[config.mk]
export PLATFORM = sky130hd
export DESIGN_NAME = byte_budget_chunk_queue
export DESIGN_NICKNAME = d
export VERILOG_FILES = /design/src/rtl/bbcq_pkg.sv /design/src/rtl/bbcq_front.sv /design/src/rtl/bbcq_out_q.sv /design/src/rtl/bbcq_back.sv /design/src/rtl/byte_budget_chunk_queue.sv
export SDC_FILE = /design/constraint.sdc
export NUM_CORES = 2
export LEC_CHECK = 0
export BUFFER_PORTS_ARGS = -buffer_cell sky130_fd_sc_hd__buf_2
export CAP_MARGIN = 20
export CORE_MARGIN = 5
export CORE_UTILIZATION = 25
export DETAILED_ROUTE_END_ITERATION = 12
export PLACE_DENSITY = 0.41
export SETUP_SLACK_MARGIN = 0.3
export SYNTH_ARGS = -nofsm -noshare
export SYNTH_HDL_FRONTEND = slang
export SYNTH_HIERARCHICAL = 1
export SYNTH_MEMORY_MAX_BITS = 65536
export SYNTH_SLANG_ARGS = --single-unit
export TNS_END_PERCENT = 10
[constraint.sdc]
create_clock -name i_clk -period 16.6 [get_ports i_clk]
set_input_delay 0.83 -clock i_clk [delete_from_list [all_inputs] [get_ports i_clk]]
set_output_delay 0.83 -clock i_clk [all_outputs]
set_load 0.01 [all_outputs]
[src/rtl/bbcq_pkg.sv]
package bbcq_pkg;

    localparam int MAX_ENTRIES = 256;
    localparam int IDX_W       = $clog2(MAX_ENTRIES);
    localparam int CNT_W       = $clog2(MAX_ENTRIES + 1);

    localparam int CAP_W       = 24;
    localparam int SAMPLES_W   = 14;
    localparam int COST_W      = 16;
    localparam int OUT_CNT_W   = 9;

    localparam logic [CAP_W-1:0] CAP_RESET    = 24'd1048576;
    localparam logic [CAP_W-1:0] TARGET_RESET = 24'd786432;

    localparam int Q_DEPTH = 2;
    localparam int Q_PTR_W = $clog2(Q_DEPTH);
    localparam int Q_CNT_W = $clog2(Q_DEPTH + 1);

    typedef enum logic {
        FUNC_ADD   = 1'b0,
        FUNC_CLEAR = 1'b1
    } t_func;

    typedef enum logic [1:0] {
        ST_ACCEPTED    = 2'd0,
        ST_DROP_BUDGET = 2'd1,
        ST_DROP_FULL   = 2'd2,
        ST_CLEARED     = 2'd3
    } t_status;

    typedef struct packed {
        logic              clr;
        logic [COST_W-1:0] cost;
    } t_cmd;

    typedef struct packed {
        t_status              status;
        logic [OUT_CNT_W-1:0] evicted;
        logic [CAP_W-1:0]     used;
        logic [OUT_CNT_W-1:0] stored;
    } t_result;

endpackage

[src/rtl/bbcq_front.sv]
module bbcq_front
    import bbcq_pkg::*;
(
    input  logic                 i_clk,
    input  logic                 i_rst_n,
    input  logic                 i_push,
    output logic                 o_full,
    input  logic                 i_func,
    input  logic [SAMPLES_W-1:0] i_chunk_samples,
    output logic                 o_cmd_valid,
    output t_cmd                 o_cmd,
    input  logic                 i_cmd_pop
);

    t_cmd               r_q [Q_DEPTH];
    logic [Q_PTR_W-1:0] r_wp, r_rp;
    logic [Q_CNT_W-1:0] r_cnt;
    logic               w_wr, w_rd;
    t_cmd               w_cmd;

    assign o_full      = (r_cnt == Q_CNT_W'(Q_DEPTH));
    assign o_cmd_valid = (r_cnt != '0);
    assign o_cmd       = r_q[r_rp];
    assign w_wr        = i_push && !o_full;
    assign w_rd        = i_cmd_pop && o_cmd_valid;

    always_comb begin
        w_cmd.clr  = (t_func'(i_func) == FUNC_CLEAR);
        w_cmd.cost = {i_chunk_samples, 2'b00};
    end

    always_ff @(posedge i_clk) begin
        if (!i_rst_n) begin
            r_wp  <= '0;
            r_rp  <= '0;
            r_cnt <= '0;
        end else begin
            if (w_wr) begin
                r_wp <= r_wp + 1'b1;
            end
            if (w_rd) begin
                r_rp <= r_rp + 1'b1;
            end
            if (w_wr && !w_rd) begin
                r_cnt <= r_cnt + 1'b1;
            end else if (w_rd && !w_wr) begin
                r_cnt <= r_cnt - 1'b1;
            end
        end
    end

    always_ff @(posedge i_clk) begin
        if (w_wr) begin
            r_q[r_wp] <= w_cmd;
        end
    end

endmodule

[src/rtl/bbcq_out_q.sv]
module bbcq_out_q
    import bbcq_pkg::*;
(
    input  logic    i_clk,
    input  logic    i_rst_n,
    input  logic    i_wr,
    input  t_result i_data,
    output logic    o_full,
    output logic    o_empty,
    input  logic    i_pop,
    output t_result o_data
);

    t_result            r_q [Q_DEPTH];
    logic [Q_PTR_W-1:0] r_wp, r_rp;
    logic [Q_CNT_W-1:0] r_cnt;
    logic               w_wr, w_rd;

    assign o_full  = (r_cnt == Q_CNT_W'(Q_DEPTH));
    assign o_empty = (r_cnt == '0);
    assign o_data  = r_q[r_rp];
    assign w_wr    = i_wr && !o_full;
    assign w_rd    = i_pop && !o_empty;

    always_ff @(posedge i_clk) begin
        if (!i_rst_n) begin
            r_wp  <= '0;
            r_rp  <= '0;
            r_cnt <= '0;
        end else begin
            if (w_wr) begin
                r_wp <= r_wp + 1'b1;
            end
            if (w_rd) begin
                r_rp <= r_rp + 1'b1;
            end
            if (w_wr && !w_rd) begin
                r_cnt <= r_cnt + 1'b1;
            end else if (w_rd && !w_wr) begin
                r_cnt <= r_cnt - 1'b1;
            end
        end
    end

    always_ff @(posedge i_clk) begin
        if (w_wr) begin
            r_q[r_wp] <= i_data;
        end
    end

endmodule

[src/rtl/bbcq_back.sv]
module bbcq_back
    import bbcq_pkg::*;
(
    input  logic             i_clk,
    input  logic             i_rst_n,
    input  logic             i_cfg_we,
    input  logic [CAP_W-1:0] i_cfg_wdata,
    input  logic             i_cmd_valid,
    input  t_cmd             i_cmd,
    output logic             o_cmd_pop,
    input  logic             i_res_full,
    output logic             o_res_wr,
    output t_result          o_res
);

    typedef enum logic [2:0] {
        S_IDLE   = 3'b001,
        S_EVICT  = 3'b010,
        S_DECIDE = 3'b100
    } t_state;

    logic [COST_W-1:0] mem [MAX_ENTRIES];
    logic [COST_W-1:0] r_rd;

    t_state            r_state, n_state;
    logic [CAP_W-1:0]  r_cap, r_target;
    logic [IDX_W-1:0]  r_head, n_head, r_tail, n_tail;
    logic [CNT_W-1:0]  r_count, n_count, r_evict, n_evict;
    logic [CAP_W-1:0]  r_bytes, n_bytes;
    logic [COST_W-1:0] r_cost, n_cost;
    logic              w_mem_we;
    logic [CAP_W+1:0]  w_cap3;
    logic [CAP_W:0]    w_sum_cmd, w_sum_cur;

    function automatic logic [IDX_W-1:0] next_slot(input logic [IDX_W-1:0] idx);
        next_slot = (idx == IDX_W'(MAX_ENTRIES - 1)) ? '0 : idx + 1'b1;
    endfunction

    assign w_cap3    = {2'b00, i_cfg_wdata} + {1'b0, i_cfg_wdata, 1'b0};
    assign w_sum_cmd = {1'b0, r_bytes} + (CAP_W + 1)'(i_cmd.cost);
    assign w_sum_cur = {1'b0, r_bytes} + (CAP_W + 1)'(r_cost);

    always_comb begin
        n_state   = r_state;
        n_head    = r_head;
        n_tail    = r_tail;
        n_count   = r_count;
        n_evict   = r_evict;
        n_bytes   = r_bytes;
        n_cost    = r_cost;
        w_mem_we  = 1'b0;
        o_cmd_pop = 1'b0;
        o_res_wr  = 1'b0;
        o_res     = '0;
        case (r_state)
            S_IDLE: begin
                if (i_cmd_valid && !i_res_full) begin
                    o_cmd_pop = 1'b1;
                    if (i_cmd.clr) begin
                        n_head       = '0;
                        n_tail       = '0;
                        n_count      = '0;
                        n_bytes      = '0;
                        o_res_wr     = 1'b1;
                        o_res.status = ST_CLEARED;
                    end else begin
                        n_cost  = i_cmd.cost;
                        n_evict = '0;
                        n_state = (w_sum_cmd > {1'b0, r_cap}) ? S_EVICT : S_DECIDE;
                    end
                end
            end
            S_EVICT: begin
                if (r_count != '0 && r_bytes > r_target) begin
                    n_bytes = (r_bytes >= CAP_W'(r_rd)) ? r_bytes - CAP_W'(r_rd) : '0;
                    n_head  = next_slot(r_head);
                    n_count = r_count - 1'b1;
                    n_evict = r_evict + 1'b1;
                end else begin
                    n_state = S_DECIDE;
                end
            end
            S_DECIDE: begin
                if (w_sum_cur > {1'b0, r_cap}) begin
                    o_res.status = ST_DROP_BUDGET;
                end else if (r_count == CNT_W'(MAX_ENTRIES)) begin
                    o_res.status = ST_DROP_FULL;
                end else begin
                    w_mem_we     = 1'b1;
                    n_tail       = next_slot(r_tail);
                    n_count      = r_count + 1'b1;
                    n_bytes      = w_sum_cur[CAP_W-1:0];
                    o_res.status = ST_ACCEPTED;
                end
                o_res_wr      = 1'b1;
                o_res.evicted = OUT_CNT_W'(r_evict);
                o_res.used    = n_bytes;
                o_res.stored  = OUT_CNT_W'(n_count);
                n_state       = S_IDLE;
            end
            default: begin
                n_state = S_IDLE;
            end
        endcase
    end

    always_ff @(posedge i_clk) begin
        if (!i_rst_n) begin
            r_state  <= S_IDLE;
            r_cap    <= CAP_RESET;
            r_target <= TARGET_RESET;
            r_head   <= '0;
            r_tail   <= '0;
            r_count  <= '0;
            r_evict  <= '0;
            r_bytes  <= '0;
        end else begin
            r_state <= n_state;
            r_head  <= n_head;
            r_tail  <= n_tail;
            r_count <= n_count;
            r_evict <= n_evict;
            r_bytes <= n_bytes;
            if (i_cfg_we) begin
                r_cap    <= i_cfg_wdata;
                r_target <= w_cap3[CAP_W+1:2];
            end
        end
    end

    always_ff @(posedge i_clk) begin
        r_cost <= n_cost;
        r_rd   <= mem[n_head];
        if (w_mem_we) begin
            mem[r_tail] <= r_cost;
        end
    end

endmodule

[src/rtl/byte_budget_chunk_queue.sv]
// Byte-budget chunk queue. Each item either clears the queue or adds a chunk whose
// cost is four bytes per sample; when an add would exceed the capacity, the oldest
// chunks are evicted until the held bytes are at most three quarters of capacity,
// and the chunk is then accepted or dropped, giving exactly one result per item.
// An add that fits the budget goes straight to the decision; one that goes over budget
// first passes through the eviction loop, which reads one stored chunk cost per cycle
// from the chunk-size memory. A two-entry queue in front and a two-entry result queue
// let items arrive and results drain while the engine works. Write capacity only while
// no item is in flight.
module byte_budget_chunk_queue
    import bbcq_pkg::*;
(
    input  logic                 i_clk,
    input  logic                 i_rst_n,
    input  logic                 i_cfg_we,
    input  logic [CAP_W-1:0]     i_cfg_wdata,
    input  logic                 push,
    output logic                 full,
    input  logic                 i_func,
    input  logic [SAMPLES_W-1:0] i_chunk_samples,
    output logic                 empty,
    input  logic                 pop,
    output logic [1:0]           o_status,
    output logic [OUT_CNT_W-1:0] o_evicted_chunks,
    output logic [CAP_W-1:0]     o_used_bytes,
    output logic [OUT_CNT_W-1:0] o_stored_chunks
);

    logic    w_cmd_valid, w_cmd_pop, w_res_full, w_res_wr;
    t_cmd    w_cmd;
    t_result w_res, w_out;

    bbcq_front u_front (
        .i_clk           (i_clk),
        .i_rst_n         (i_rst_n),
        .i_push          (push),
        .o_full          (full),
        .i_func          (i_func),
        .i_chunk_samples (i_chunk_samples),
        .o_cmd_valid     (w_cmd_valid),
        .o_cmd           (w_cmd),
        .i_cmd_pop       (w_cmd_pop)
    );

    bbcq_back u_back (
        .i_clk       (i_clk),
        .i_rst_n     (i_rst_n),
        .i_cfg_we    (i_cfg_we),
        .i_cfg_wdata (i_cfg_wdata),
        .i_cmd_valid (w_cmd_valid),
        .i_cmd       (w_cmd),
        .o_cmd_pop   (w_cmd_pop),
        .i_res_full  (w_res_full),
        .o_res_wr    (w_res_wr),
        .o_res       (w_res)
    );

    bbcq_out_q u_out_q (
        .i_clk   (i_clk),
        .i_rst_n (i_rst_n),
        .i_wr    (w_res_wr),
        .i_data  (w_res),
        .o_full  (w_res_full),
        .o_empty (empty),
        .i_pop   (pop),
        .o_data  (w_out)
    );

    assign o_status         = w_out.status;
    assign o_evicted_chunks = w_out.evicted;
    assign o_used_bytes     = w_out.used;
    assign o_stored_chunks  = w_out.stored;

endmodule

==> run summary <==
outcome -> complete, no violations
gr ovfl total -> 0
Startpoint Class -> flop
commonest non-fill, non-tap cells in the layout -> edfxtp_1 (4,230), nand2_1 (3,127), nand3_1 (935)
H-tree levels -> 5
Die Width -> 850 um
Placed Cells -> 22.2k
Worst-Margin Slew -> 1.22 ns
Rows -> 308
Nets -> 13.5k
Num CTS Buffers -> 479
Yosys top cell area share -> 0.720
pwr/cell area -> 127 nW/um^2
clock skew -> 0.145 ns
initial antenna violation count -> 57
RSZ-0062 raised after global routing -> no
core area -> 704,000 sq um
Leak -> 70.7 nW
slowest CP cell -> nor2_2
CTS tree -> built
Worst EP required -> 17.23 ns
final setup TNS -> 0 ns
FFs w/ async S/R, synth -> 0
crit share post-route -> 0.500
share of cells above drive strength 1 -> 0.110
final hold violation count -> 0
Syn-to-layout area delta -> 16.3%
Max stage delay on crit path -> 0.76 ns
Cell Area, Synth -> 176,000 sq um
Final min period -> 8.31 ns
pre-CTS setup slack -> 7.91 ns
first-pass GRT wire length -> 891,000 um
I/O Buffers -> 89
vias in the first global route -> 106k
Syn Area/Cell -> 13.5 sq um
final core utilization -> 0.292
Clock Pin Slew Worst Setup and Hold Paths -> 0.06 ns
critical path peak fanout -> 116
Post-CTS Setup Inserts -> 0
Tightest Hold Check Type -> input port to flop
Non-Filler Instances -> 23.1k
CP arrival -> 8.94 ns
largest net degree at the start of global routing -> 134
TritonRoute pass-1 iters -> 6
Total Routing Usage GR -> 0.172
DRT iter0 DRCs -> 11.7k
via count -> 111k
drt total wl -> 651,000 um
worst path bufs/invs -> 4
Post-CTS Resized -> 0
synth top area cells -> edfxtp_1 (72%), nand2_1 (6.7%), mux2i_1 (3.2%), nand3_1 (2.7%), dfxtp_1 (1.5%)
Ys Warns -> 6
root buffer cell -> clkbuf_16
critical path class -> flop to flop
Max-Cap Viols -> 0
Post-synth EDFFs -> 4,230
Primary FF master, synth -> edfxtp_1
final setup fails -> 0
Avg Vias per Cell -> 4.82
Rel. slew slack -> 0.186
#FFs+latches synth -> 4,365
most frequent CP cell -> nand2_1
final worst slack -> 8.29 ns
IO Pins -> 90
Die ar. -> 723,000 sq um
Max Transition Viols Final -> 0
drc violations -> 0
initial core utilization -> 0.251
clk_lat worst skew -> 1.10 ns
Max Clock Freq -> 0.120 GHz
Max clock buf depth -> 4
clk sink count -> 4,365
kind of cell adding the most delay to the critical path -> compound AO/OA/AOI/OAI gates
Wirelength per Cell -> 28.2 um
CP endpoint kind -> flop
worst vdd ir -> 0.109 mV
commonest non-fill, non-tap cell in the layout -> edfxtp_1
synthesized instance count -> 13.1k
chip height -> 850 um
Synth area leader -> edfxtp_1
Detail Placement HPWL -> 404,000 um
Synth cell types -> 96
gpl congestion -> 0.835
Seq/Total Area, Yosys -> 0.735
Layout fillers -> 71.3k
antenna viol nets, final -> 0
==> power breakdown <==
| group | total [W] | switching, W | internal, W | leakage [nW] |
|---|---|---|---|---|
| Sequential | 0.0130 | 0.0000783 | 0.0129 | 39.1 |
| Clock | 0.0106 | 0.00458 | 0.00602 | 7.51 |
| Combinational | 0.00251 | 0.00200 | 0.000517 | 24.1 |
| Total | 0.0261 | 0.00665 | 0.0194 | 70.7 |
==> worst register-to-register path, delay by kind of cell (launching register included) <==
family | cells | cell delay, ns
flip-flops | 1 | 0.38
adder cells (fa/ha/maj) | 3 | 1.01
buffers and inverters | 4 | 1.07
AND/OR/NAND/NOR | 10 | 2.54
XOR/XNOR | 1 | 0.17
AO/OA/AOI/OAI | 10 | 2.79
==> cell families after synthesis <==
| logic type | Yosys count | synth area share |
|---|---|---|
| and+or+nand+nor | 5211 | 0.128 |
| muxes | 629 | 0.0361 |
| adders and majority gates | 158 | 0.0114 |
| DFF | 4365 | 0.735 |
| AOI/OAI and AO/OA | 1698 | 0.0619 |
| buffers and inverters | 921 | 0.0227 |
| other | 1 | 0.0000213 |
| xor gates and xnor gates | 94 | 0.00467 |
==> registers in the layout, summed over array words and instances (netlist names), named ones only <==
signal,count
u_out_q/r_wp,1
u_front/r_cnt,2
u_back/r_cost,16
u_out_q/r_q,88
u_back/r_head,8
u_back/r_count,9
u_back/r_rd,16
u_front/r_q,30
u_out_q/r_cnt,2
u_back/mem,4096
u_front/r_rp,1
u_out_q/r_rp,1
u_back/r_evict,9
u_back/r_bytes,24
u_back/r_tail,8
u_back/r_target,24
u_front/r_wp,1
u_back/r_cap,24
u_back/r_state,3
==> layout make-up <==
type / count / area, sq um / share of cell area
antenna: 19 / 47.5 / 0.000232
inverter: 109 / 409 / 0.00199
clock buffer: 614 / 12600 / 0.0614
sequential: 4365 / 130000 / 0.632
clock inverter: 275 / 2870 / 0.0140
tap: 9300 / 11600 / 0.0567
multi-input combinational: 7792 / 43300 / 0.211
timing repair buffer: 598 / 4680 / 0.0228
==> synthesized netlist by cell type (all sizes together), types with 31 or more instances <==
| library cell | instances |
|---|---|
| a211oi | 50 |
| a21oi | 518 |
| a311oi | 143 |
| a31oi | 232 |
| and3 | 195 |
| buf | 451 |
| clkbuf | 361 |
| dfxtp | 135 |
| edfxtp | 4230 |
| ha | 154 |
| inv | 109 |
| mux2 | 59 |
| mux2i | 570 |
| nand2 | 3151 |
| nand3 | 943 |
| nand4 | 130 |
| nor2 | 400 |
| nor2b | 63 |
| nor3 | 103 |
| nor4 | 116 |
| o21a | 31 |
| o21ai | 194 |
| o22ai | 255 |
| xnor2 | 70 |
==> path summary, 6_finish.rpt <==
| path | start | to | slack, ns | cells past startpoint |
|---|---|---|---|---|
| worst max-delay path | u_back/r_cost[0]$_DFFE_PP_ | u_back/mem[172][10]$_DFFE_PP_ | 8.29 | 28 |
| worst min-delay path | i_chunk_samples[3] | u_front/r_q[1][3]$_DFFE_PP_ | 0.10 | 1 |
| worst max register to register | u_back/r_cost[0]$_DFFE_PP_ | u_back/mem[172][10]$_DFFE_PP_ | 8.29 | 28 |
| worst min register to register | u_back/r_evict[8]$_SDFFE_PN0P_ | u_back/r_evict[8]$_SDFFE_PN0P_ | 0.48 | 2 |
==> per-layer routing <==
metal / global-route usage / part of all wire / vias to the layer above
met3: 0.0216 / 0.056 / 726
met4: 0.0431 / 0.027 / 2
met2: 0.280 / 0.47 / 3601
met1: 0.244 / 0.45 / 57400
met5: 0 / 0.000029 / -
li1: - / - / 49400
==> metrics by stage <==
step                      area, sq um  hold WS [ns]  power [W]
after floorplan                176000         0.454     0.0145
after global placement         189000         0.469     0.0158
after detailed placement       190000         0.472     0.0158
after CTS                      205000       0.00157     0.0264
after global routing           205000        0.0438     0.0270
final                          205000         0.101     0.0261
==> what timing repair did <==
item	4_1_cts	5_1_grt
hold endpoints to repair	20	0
setup endpoints to repair	0	0
hold buffers	10	0
(Power assumes the default switching activity.)
